<file path="src/bcr_pkg.sv">
// Shared types and constants for the balanced client registry.
package bcr_pkg;

  localparam int unsigned MAX_GROUPS = 8;
  localparam int unsigned CAPACITY   = 64;

  localparam int unsigned SLOT_W = $clog2(CAPACITY);
  localparam int unsigned GRP_W  = 3;
  localparam int unsigned CNT_W  = 7;
  localparam int unsigned GU_W   = 4;
  localparam int unsigned ADDR_W = 32;

  localparam logic [GU_W-1:0] GROUPS_RESET = GU_W'(5);

  localparam logic [2:0] ST_INSERTED  = 3'd0;
  localparam logic [2:0] ST_PRESENT   = 3'd1;
  localparam logic [2:0] ST_REMOVED   = 3'd2;
  localparam logic [2:0] ST_NOT_FOUND = 3'd3;
  localparam logic [2:0] ST_FULL      = 3'd4;

  localparam logic OP_REGISTER = 1'b0;
  localparam logic OP_REMOVE   = 1'b1;

  typedef struct packed {
    logic              op;
    logic [ADDR_W-1:0] ip_addr;
  } in_item_t;

  typedef struct packed {
    logic [2:0]       status;
    logic [GRP_W-1:0] group_index;
    logic [CNT_W-1:0] group_size;
  } out_item_t;

  typedef struct packed {
    logic [ADDR_W-1:0] addr;
    logic [GRP_W-1:0]  grp;
  } entry_t;

  typedef struct packed {
    logic              load;
    logic              rd_en;
    logic [SLOT_W-1:0] rd_idx;
    logic              commit;
  } ctrl_cmd_t;

  typedef struct packed {
    logic out_stall;
  } ctrl_sts_t;

endpackage

</file>
<file path="src/balanced_client_registry.sv">
// Balanced client registry top level: APB register, sequencer and datapath.
//
// Registers or removes IPv4 client addresses across up to eight worker groups,
// placing new addresses in the least populated active group (lowest index on a
// tie) and answering with a status, the group and its member count. Each request
// scans all 64 entry slots, one entry RAM read per cycle, so a request holds the
// block through the accept cycle, the 64 scan reads, a drain cycle for the last
// compare and a commit cycle, and its result is registered in the commit cycle.
// The commit cycle stretches while the previous result is still stalled on
// out_ready_i. The next request is accepted the cycle after the result is
// registered, even while that result still waits on out_ready_i. groups_in_use
// sits at byte address 0, resets to 5, and must only be written while the block
// is idle.
module balanced_client_registry
  import bcr_pkg::*;
(
  input  logic        clk_i,
  input  logic        rst_ni,
  input  logic        in_valid_i,
  output logic        in_ready_o,
  input  in_item_t    in_data_i,
  output logic        out_valid_o,
  input  logic        out_ready_i,
  output out_item_t   out_data_o,
  input  logic        psel,
  input  logic        penable,
  input  logic        pwrite,
  input  logic [2:0]  paddr,
  input  logic [31:0] pwdata,
  output logic [31:0] prdata,
  output logic        pready
);

  logic [GU_W-1:0] groups_q;
  logic            reg_sel;
  ctrl_cmd_t       cmd;
  ctrl_sts_t       sts;

  assign reg_sel = (paddr[2] == 1'b0);
  assign pready  = 1'b1;
  assign prdata  = reg_sel ? {{(32-GU_W){1'b0}}, groups_q} : '0;

  always_ff @(posedge clk_i or negedge rst_ni) begin
    if (!rst_ni) begin
      groups_q <= GROUPS_RESET;
    end else if (psel && penable && pwrite && pready && reg_sel) begin
      groups_q <= pwdata[GU_W-1:0];
    end
  end

  bcr_ctrl u_ctrl (
    .clk_i     (clk_i),
    .rst_ni    (rst_ni),
    .in_valid_i(in_valid_i),
    .in_ready_o(in_ready_o),
    .sts_i     (sts),
    .cmd_o     (cmd)
  );

  bcr_datapath u_dp (
    .clk_i      (clk_i),
    .rst_ni     (rst_ni),
    .cmd_i      (cmd),
    .sts_o      (sts),
    .in_data_i  (in_data_i),
    .groups_i   (groups_q),
    .out_valid_o(out_valid_o),
    .out_ready_i(out_ready_i),
    .out_data_o (out_data_o)
  );

endmodule

</file>
<file path="src/bcr_ram.sv">
// Generic single-write, single-read RAM with registered read data.
module bcr_ram #(
  parameter int unsigned WIDTH = 8,
  parameter int unsigned DEPTH = 64
) (
  input  logic                     clk_i,
  input  logic                     we_i,
  input  logic [$clog2(DEPTH)-1:0] waddr_i,
  input  logic [WIDTH-1:0]         wdata_i,
  input  logic                     re_i,
  input  logic [$clog2(DEPTH)-1:0] raddr_i,
  output logic [WIDTH-1:0]         rdata_o
);

  logic [WIDTH-1:0] mem_q [DEPTH];
  logic [WIDTH-1:0] rdata_q;

  always_ff @(posedge clk_i) begin
    if (we_i) begin
      mem_q[waddr_i] <= wdata_i;
    end
    if (re_i) begin
      rdata_q <= mem_q[raddr_i];
    end
  end

  assign rdata_o = rdata_q;

endmodule

</file>
<file path="src/bcr_ctrl.sv">
// Request sequencer: accept, scan every slot, commit the result.
module bcr_ctrl
  import bcr_pkg::*;
(
  input  logic      clk_i,
  input  logic      rst_ni,
  input  logic      in_valid_i,
  output logic      in_ready_o,
  input  ctrl_sts_t sts_i,
  output ctrl_cmd_t cmd_o
);

  localparam logic [1:0] S_IDLE   = 2'd0;
  localparam logic [1:0] S_SCAN   = 2'd1;
  localparam logic [1:0] S_DRAIN  = 2'd2;
  localparam logic [1:0] S_COMMIT = 2'd3;

  localparam logic [SLOT_W-1:0] LAST_SLOT = SLOT_W'(CAPACITY - 1);

  logic [1:0]        state_q, state_d;
  logic [SLOT_W-1:0] ptr_q, ptr_d;

  always_comb begin
    state_d      = state_q;
    ptr_d        = ptr_q;
    in_ready_o   = 1'b0;
    cmd_o        = '0;
    cmd_o.rd_idx = ptr_q;
    unique case (state_q)
      S_IDLE: begin
        in_ready_o = 1'b1;
        if (in_valid_i) begin
          cmd_o.load = 1'b1;
          ptr_d      = '0;
          state_d    = S_SCAN;
        end
      end
      S_SCAN: begin
        cmd_o.rd_en = 1'b1;
        ptr_d       = ptr_q + SLOT_W'(1);
        if (ptr_q == LAST_SLOT) begin
          state_d = S_DRAIN;
        end
      end
      S_DRAIN: begin
        // last read's compare lands this cycle
        state_d = S_COMMIT;
      end
      S_COMMIT: begin
        if (!sts_i.out_stall) begin
          cmd_o.commit = 1'b1;
          state_d      = S_IDLE;
        end
      end
      default: state_d = S_IDLE;
    endcase
  end

  always_ff @(posedge clk_i or negedge rst_ni) begin
    if (!rst_ni) begin
      state_q <= S_IDLE;
      ptr_q   <= '0;
    end else begin
      state_q <= state_d;
      ptr_q   <= ptr_d;
    end
  end

endmodule

</file>
<file path="src/bcr_datapath.sv">
// Entry store, valid bits, group counters, scan compare and result register.
module bcr_datapath
  import bcr_pkg::*;
(
  input  logic            clk_i,
  input  logic            rst_ni,
  input  ctrl_cmd_t       cmd_i,
  output ctrl_sts_t       sts_o,
  input  in_item_t        in_data_i,
  input  logic [GU_W-1:0] groups_i,
  output logic            out_valid_o,
  input  logic            out_ready_i,
  output out_item_t       out_data_o
);

  logic [CAPACITY-1:0] valid_q;
  logic [CNT_W-1:0]    cnt_q [MAX_GROUPS];

  logic              req_op_q;
  logic [ADDR_W-1:0] req_addr_q;

  logic              pend_q;
  logic [SLOT_W-1:0] pend_idx_q;
  entry_t            rdata;

  logic              hit_q;
  logic [SLOT_W-1:0] hit_slot_q;
  logic [GRP_W-1:0]  hit_grp_q;
  logic              free_fnd_q;
  logic [SLOT_W-1:0] free_slot_q;

  logic [GRP_W-1:0]  best_q;

  logic              out_valid_q;
  out_item_t         out_q;

  logic              ram_we;
  entry_t            ram_wdata;

  // emptiest active group
  logic [GU_W-1:0]  n_eff;
  logic [GRP_W-1:0] best;
  logic [CNT_W-1:0] best_cnt;

  always_comb begin
    if (groups_i == '0) begin
      n_eff = GU_W'(1);
    end else if (groups_i > GU_W'(MAX_GROUPS)) begin
      n_eff = GU_W'(MAX_GROUPS);
    end else begin
      n_eff = groups_i;
    end
    best     = '0;
    best_cnt = cnt_q[0];
    for (int g = 1; g < MAX_GROUPS; g++) begin
      if (GU_W'(g) < n_eff && cnt_q[g] < best_cnt) begin
        best     = GRP_W'(g);
        best_cnt = cnt_q[g];
      end
    end
  end

  assign ram_we         = cmd_i.commit && (req_op_q == OP_REGISTER) && !hit_q && free_fnd_q;
  assign ram_wdata.addr = req_addr_q;
  assign ram_wdata.grp  = best_q;

  bcr_ram #(
    .WIDTH($bits(entry_t)),
    .DEPTH(CAPACITY)
  ) u_entry_ram (
    .clk_i  (clk_i),
    .we_i   (ram_we),
    .waddr_i(free_slot_q),
    .wdata_i(ram_wdata),
    .re_i   (cmd_i.rd_en),
    .raddr_i(cmd_i.rd_idx),
    .rdata_o(rdata)
  );

  always_ff @(posedge clk_i) begin
    if (cmd_i.load) begin
      req_op_q   <= in_data_i.op;
      req_addr_q <= in_data_i.ip_addr;
    end
    pend_idx_q <= cmd_i.rd_idx;
    best_q     <= best;
    if (pend_q && valid_q[pend_idx_q] && rdata.addr == req_addr_q) begin
      hit_slot_q <= pend_idx_q;
      hit_grp_q  <= rdata.grp;
    end
    if (pend_q && !valid_q[pend_idx_q] && !free_fnd_q) begin
      free_slot_q <= pend_idx_q;
    end
  end

  always_ff @(posedge clk_i or negedge rst_ni) begin
    if (!rst_ni) begin
      pend_q     <= 1'b0;
      hit_q      <= 1'b0;
      free_fnd_q <= 1'b0;
    end else begin
      pend_q <= cmd_i.rd_en;
      if (cmd_i.load) begin
        hit_q      <= 1'b0;
        free_fnd_q <= 1'b0;
      end else if (pend_q) begin
        if (valid_q[pend_idx_q] && rdata.addr == req_addr_q) begin
          hit_q <= 1'b1;
        end
        if (!valid_q[pend_idx_q]) begin
          free_fnd_q <= 1'b1;
        end
      end
    end
  end

  // result of the committed request
  out_item_t        res;
  logic [CNT_W-1:0] hit_cnt;

  assign hit_cnt = cnt_q[hit_grp_q];

  always_comb begin
    res = '0;
    if (req_op_q == OP_REGISTER) begin
      if (hit_q) begin
        res.status      = ST_PRESENT;
        res.group_index = hit_grp_q;
        res.group_size  = hit_cnt;
      end else if (!free_fnd_q) begin
        res.status = ST_FULL;
      end else begin
        res.status      = ST_INSERTED;
        res.group_index = best_q;
        res.group_size  = cnt_q[best_q] + CNT_W'(1);
      end
    end else begin
      if (hit_q) begin
        res.status      = ST_REMOVED;
        res.group_index = hit_grp_q;
        res.group_size  = (hit_cnt != '0) ? hit_cnt - CNT_W'(1) : '0;
      end else begin
        res.status = ST_NOT_FOUND;
      end
    end
  end

  always_ff @(posedge clk_i or negedge rst_ni) begin
    if (!rst_ni) begin
      valid_q <= '0;
      for (int g = 0; g < MAX_GROUPS; g++) begin
        cnt_q[g] <= '0;
      end
    end else if (cmd_i.commit) begin
      if (ram_we) begin
        valid_q[free_slot_q] <= 1'b1;
        cnt_q[best_q]        <= res.group_size;
      end else if (req_op_q == OP_REMOVE && hit_q) begin
        valid_q[hit_slot_q] <= 1'b0;
        cnt_q[hit_grp_q]    <= res.group_size;
      end
    end
  end

  always_ff @(posedge clk_i) begin
    if (cmd_i.commit) begin
      out_q <= res;
    end
  end

  always_ff @(posedge clk_i or negedge rst_ni) begin
    if (!rst_ni) begin
      out_valid_q <= 1'b0;
    end else if (cmd_i.commit) begin
      out_valid_q <= 1'b1;
    end else if (out_ready_i) begin
      out_valid_q <= 1'b0;
    end
  end

  assign sts_o.out_stall = out_valid_q && !out_ready_i;
  assign out_valid_o     = out_valid_q;
  assign out_data_o      = out_q;

endmodule

</file>
<file path="config.mk">
export PLATFORM = sky130hd
export DESIGN_NAME = balanced_client_registry
export DESIGN_NICKNAME = d
export VERILOG_FILES = /design/src/bcr_pkg.sv /design/src/balanced_client_registry.sv /design/src/bcr_ram.sv /design/src/bcr_ctrl.sv /design/src/bcr_datapath.sv
export SDC_FILE = /design/constraint.sdc
export NUM_CORES = 2
export LEC_CHECK = 0
export BUFFER_PORTS_ARGS = -buffer_cell sky130_fd_sc_hd__clkbuf_2
export CORE_MARGIN = 5
export CORE_UTILIZATION = 40
export CTS_CLUSTER_DIAMETER = 30
export DETAILED_ROUTE_END_ITERATION = 16
export GPL_ROUTABILITY_DRIVEN = 0
export PLACE_DENSITY = 0.66
export SKIP_CTS_REPAIR_TIMING = 1
export SLEW_MARGIN = 20
export SYNTH_ARGS = -nofsm -noshare
export SYNTH_HDL_FRONTEND = slang
export SYNTH_SLANG_ARGS = --single-unit
export TNS_END_PERCENT = 50
</file>
<file path="constraint.sdc">
create_clock -name clk_i -period 13.1 [get_ports clk_i]
set_clock_uncertainty 0.2 [all_clocks]
set_input_delay 2.62 -clock clk_i [delete_from_list [all_inputs] [get_ports clk_i]]
set_output_delay 2.62 -clock clk_i [all_outputs]
set_load 0.01 [all_outputs]
</file>
==> impl_metrics.py <==
metrics = {
    "global_routing": {
        "grt_pass1_wl_um": 374000,
        "globalRouteTotalUtil_pct": 20.4,
        "antenna_found_initial": 3,
        "number_of_global_route_vias_before_repair": 49600,
        "grt_start_max_net_pins": 133,
        "total_global_routing_overflow": 0,
    },
    "clock_tree": {
        "tritoncts": "done",
        "cts.reportedPaths.clkPinSlew_ns": 0.05,
        "tritoncts_num_sinks": 2481,
        "clk_path_buf_depth": 4,
        "cts-root-buf": "sky130_fd_sc_hd__clkbuf_16",
        "cts.htree.levels": 5,
        "cts_buf_count": 416,
        "clkLatencyLatePin_ns": 0.99,
    },
    "logic_synthesis": {
        "ys_ff_latch": 2481,
        "synth.cell_area_sq_um": 97900,
        "avgSynthCellArea_sq_um": 22.3,
        "synth_async_sr_flop_share_pct": 5.48,
        "post_synth_inst_count": 4401,
        "synth_enable_flop_cells": 2336,
        "yosys_warnings": 0,
        "dominantRegCellSynth": "sky130_fd_sc_hd__edfxtp_1",
        "synth_seq_area_share_pct": 75.3,
        "synth_cell_types": 96,
    },
    "worst_setup_path": {
        "timing.critical_path.from": "u_dp.cnt_q[53]$_DFFE_PN0P_",
        "required_ns": 13.73,
        "critical_path.startpoint_type": "register",
        "worstSetupEndpointType": "register",
        "arrival_ns": 12.76,
        "regToRegStartpoint": "u_dp.cnt_q[53]$_DFFE_PN0P_",
        "critical_path.slowest_cell": "sky130_fd_sc_hd__a2111o_1",
        "timing_worst_setup_path_type": "register to register",
        "longest_individual_stage_delay_on_the_worst_path_ns": 0.42,
        "crit_path_max_fanout": 11,
        "critical-path-top-cell-by-count": "sky130_fd_sc_hd__ha_1",
    },
    "run_status": {
        "outcome": "complete, no violations",
    },
    "timing": {
        "fin_max_slew_vios": 0,
        "actual_slew_at_the_worst_max_slew_pin_ns": 1.21,
        "hold_violations": 0,
        "slew_headroom_pct": 19.6,
        "finalWorstPathRequiredPeriod_ns": 12.13,
        "setup_viol": 0,
        "setup_tns_ns": 0,
        "period_share_pct": 92.6,
        "rsz0062_at_grt": "no",
        "upper_clock_frequency_limit_mhz": 82.5,
    },
    "detailed_routing": {
        "detail-route-antenna-nets": 0,
        "via_per_inst": 5.99,
        "totalWireLength_um": 265000,
        "dr_total_vias": 49900,
        "drt_pre_antenna_iters": 6,
        "mean_routed_wirelength_per_cell_um": 31.8,
        "detail_route.drc_violations": 0,
        "drt_iter0_drc": 6960,
    },
    "die": {
        "initial_standard_cell_utilization_of_the_core_pct": 40.2,
        "floorplan.die_area_sq_um": 255000,
        "die_h_um": 505,
        "core_area_sq_um": 243000,
        "die_w_um": 505,
        "floorplan.io_pins": 123,
        "placement_rows": 181,
    },
    "layout": {
        "finalInstanceArea_sq_um": 117000,
        "layout.filler_cells": 19100,
        "final_nets": 4908,
        "fraction_of_final_layout_cells_sized_beyond_drive_strength_1_pct": 34.8,
        "area_growth_syn_to_layout_pct": 19.4,
    },
    "worst_hold_path": {
        "hold_path.class": "register to register",
        "hold_path.startpoint": "u_dp.u_entry_ram.rdata_o[0]$_DFFE_PP_",
    },
    "power_and_ir_drop": {
        "vdd_ir_drop_max_v": 0.000156,
        "lkg_pwr_nw": 37.5,
        "power_density_normalized_to_cell_area_nw_per_um2": 222,
    },
    "placement": {
        "dp_hpwl_um": 138000,
        "io_buffers": 63,
        "place_area_sq_um": 103000,
    },
    "flow_run": {
        "max_cap_violations": 0,
    },
}
[stage by stage]
step	hold WS, ns	utilization, %	instances	total power, mW	setup WS [ns]
2_1_floorplan	0.145	-	4428	13.8	2.63
3_3_place_gp	0.202	42.3	7577	15.3	1.23
3_5_place_dp	0.211	42.3	7579	15.4	1.09
4_1_cts	0.223	48.0	8326	26.1	1.08
5_1_grt	0.233	48.0	8329	26.9	0.198
6_report	0.227	48.0	8330	26.0	0.972
[layer usage]
layer / vias to the layer above / part of all wire (%) / global-route usage (%)
li1: 19500 / - / -
met1: 26600 / 39 / 28.9
met2: 3168 / 47 / 31.2
met3: 549 / 11 / 5.03
met4: 2 / 3.4 / 7.10
met5: - / 0.045 / 0
[worst max-delay path: cells and delay by family, from the launching register on]
| family | cells | cell delay [ns] |
|---|---|---|
| compound gates | 23 | 5.60 |
| fa+ha+maj | 8 | 2.31 |
| buf+inv | 4 | 0.35 |
| flops | 1 | 0.40 |
| mux | 3 | 1.03 |
| simple gates | 13 | 2.08 |
[cells in the final DEF (no fill, tap or decap), types with 8 or more instances in the layout]
cell type,netlist,final
sky130_fd_sc_hd__nor2b_1,19,19
sky130_fd_sc_hd__mux2_1,8,8
sky130_fd_sc_hd__nand3_1,16,16
sky130_fd_sc_hd__clkbuf_2,2,62
sky130_fd_sc_hd__conb_1,2,29
sky130_fd_sc_hd__o211ai_1,8,8
sky130_fd_sc_hd__inv_6,0,27
sky130_fd_sc_hd__inv_1,45,44
sky130_fd_sc_hd__mux2_2,39,39
sky130_fd_sc_hd__nand2_1,69,69
sky130_fd_sc_hd__clkbuf_1,161,38
sky130_fd_sc_hd__clkinv_4,0,48
sky130_fd_sc_hd__and3_1,12,12
sky130_fd_sc_hd__buf_4,29,128
sky130_fd_sc_hd__a31oi_1,15,15
sky130_fd_sc_hd__o22ai_1,12,12
sky130_fd_sc_hd__xor2_1,9,9
sky130_fd_sc_hd__nor2_1,190,126
sky130_fd_sc_hd__ha_1,36,35
sky130_fd_sc_hd__a21oi_1,94,94
sky130_fd_sc_hd__clkinv_2,0,49
sky130_fd_sc_hd__dfrtp_1,134,128
sky130_fd_sc_hd__clkbuf_16,0,420
sky130_fd_sc_hd__bufinv_16,0,53
sky130_fd_sc_hd__edfxtp_1,2336,2336
sky130_fd_sc_hd__o21ai_0,29,29
sky130_fd_sc_hd__xnor2_1,38,38
sky130_fd_sc_hd__nor2_4,0,64
sky130_fd_sc_hd__mux2i_1,31,31
sky130_fd_sc_hd__clkinv_1,1,47
sky130_fd_sc_hd__o221ai_1,11,11
sky130_fd_sc_hd__nand3b_1,11,11
sky130_fd_sc_hd__mux4_2,766,766
sky130_fd_sc_hd__nand2b_1,16,16
sky130_fd_sc_hd__clkinvlp_4,0,53
sky130_fd_sc_hd__nor3_1,18,18
sky130_fd_sc_hd__nand4_1,13,13
sky130_fd_sc_hd__o22a_1,28,28
[report_power, final]
part	switching (mW)	leakage [nW]	total (mW)	internal, mW
combinational	3.00	8.00	5.73	2.73
clock	3.80	6.66	10.7	6.94
sequential	0.288	22.9	9.50	9.21
[sequential cells by signal (all words and copies together), names as in the netlist]
register,cells
u_dp.hit_slot_q,6
u_dp.out_data_o,13
u_dp.req_addr_q,32
u_dp.hit_grp_q,3
u_ctrl.state_q,2
u_dp.pend_idx_q,6
u_dp.u_entry_ram.rdata_o,35
u_dp.valid_q,64
u_dp.out_valid_o,1
u_dp.free_fnd_q,1
groups_q,4
u_dp.hit_q,1
u_dp.pend_q,1
u_dp.cnt_q,56
u_dp.u_entry_ram.mem_q,2240
u_dp.free_slot_q,6
u_dp.best_q,3
u_ctrl.ptr_q,6
u_dp.req_op_q,1
[cell usage after synthesis, drive strengths merged, types with 38 or more instances]
master	instances	area, sq um
a21oi	97	512
mux2	48	544
dfrtp	134	3350
edfxtp	2336	70100
nor2	191	719
mux4	766	17300
xnor2	38	333
buf	88	473
nand2	70	265
clkbuf	163	614
inv	45	169
o21ai	38	209
[kinds of logic (layout without fill, tap and decap cells)]
kind of cell	after synthesis	after routing	share of synthesized area (%)
and+or+nand+nor	401	401	1.91
AOI/OAI and AO/OA	279	279	1.99
muxes	847	847	18.5
buffers and inverters	297	995	1.29
other	2	31	0.00767
adders and majority gates	47	47	0.577
DFF	2481	2481	75.3
xor gates and xnor gates	47	47	0.420
[final cells by class]
type,count,area (sq um),share of cell area (%)
clock buffer,462,10700,9.16
antenna,2,5.00,0.00428
sequential,2481,73800,63.1
clock inverter,285,3210,2.74
timing repair buffer,202,1500,1.28
multi-input combinational,1650,23600,20.1
tap,3202,4010,3.43
inverter,46,173,0.148
[final timing paths]
path,to,slack [ns],cells after the start
min in group asynchronous,u_dp.cnt_q[53]$_DFFE_PN0P_,1.46,1
worst max-delay path,u_dp.best_q[2]$_SDFF_PP1_,0.97,51
worst min-delay path,u_dp.hit_grp_q[0]$_DFFE_PP_,0.23,0
worst max register to register,u_dp.best_q[2]$_SDFF_PP1_,0.97,51
worst min register to register,u_dp.hit_grp_q[0]$_DFFE_PP_,0.23,0
max in group asynchronous,u_ctrl.ptr_q[2]$_DFFE_PN0P_,10.00,2
Power figures use the tool's default switching activity.
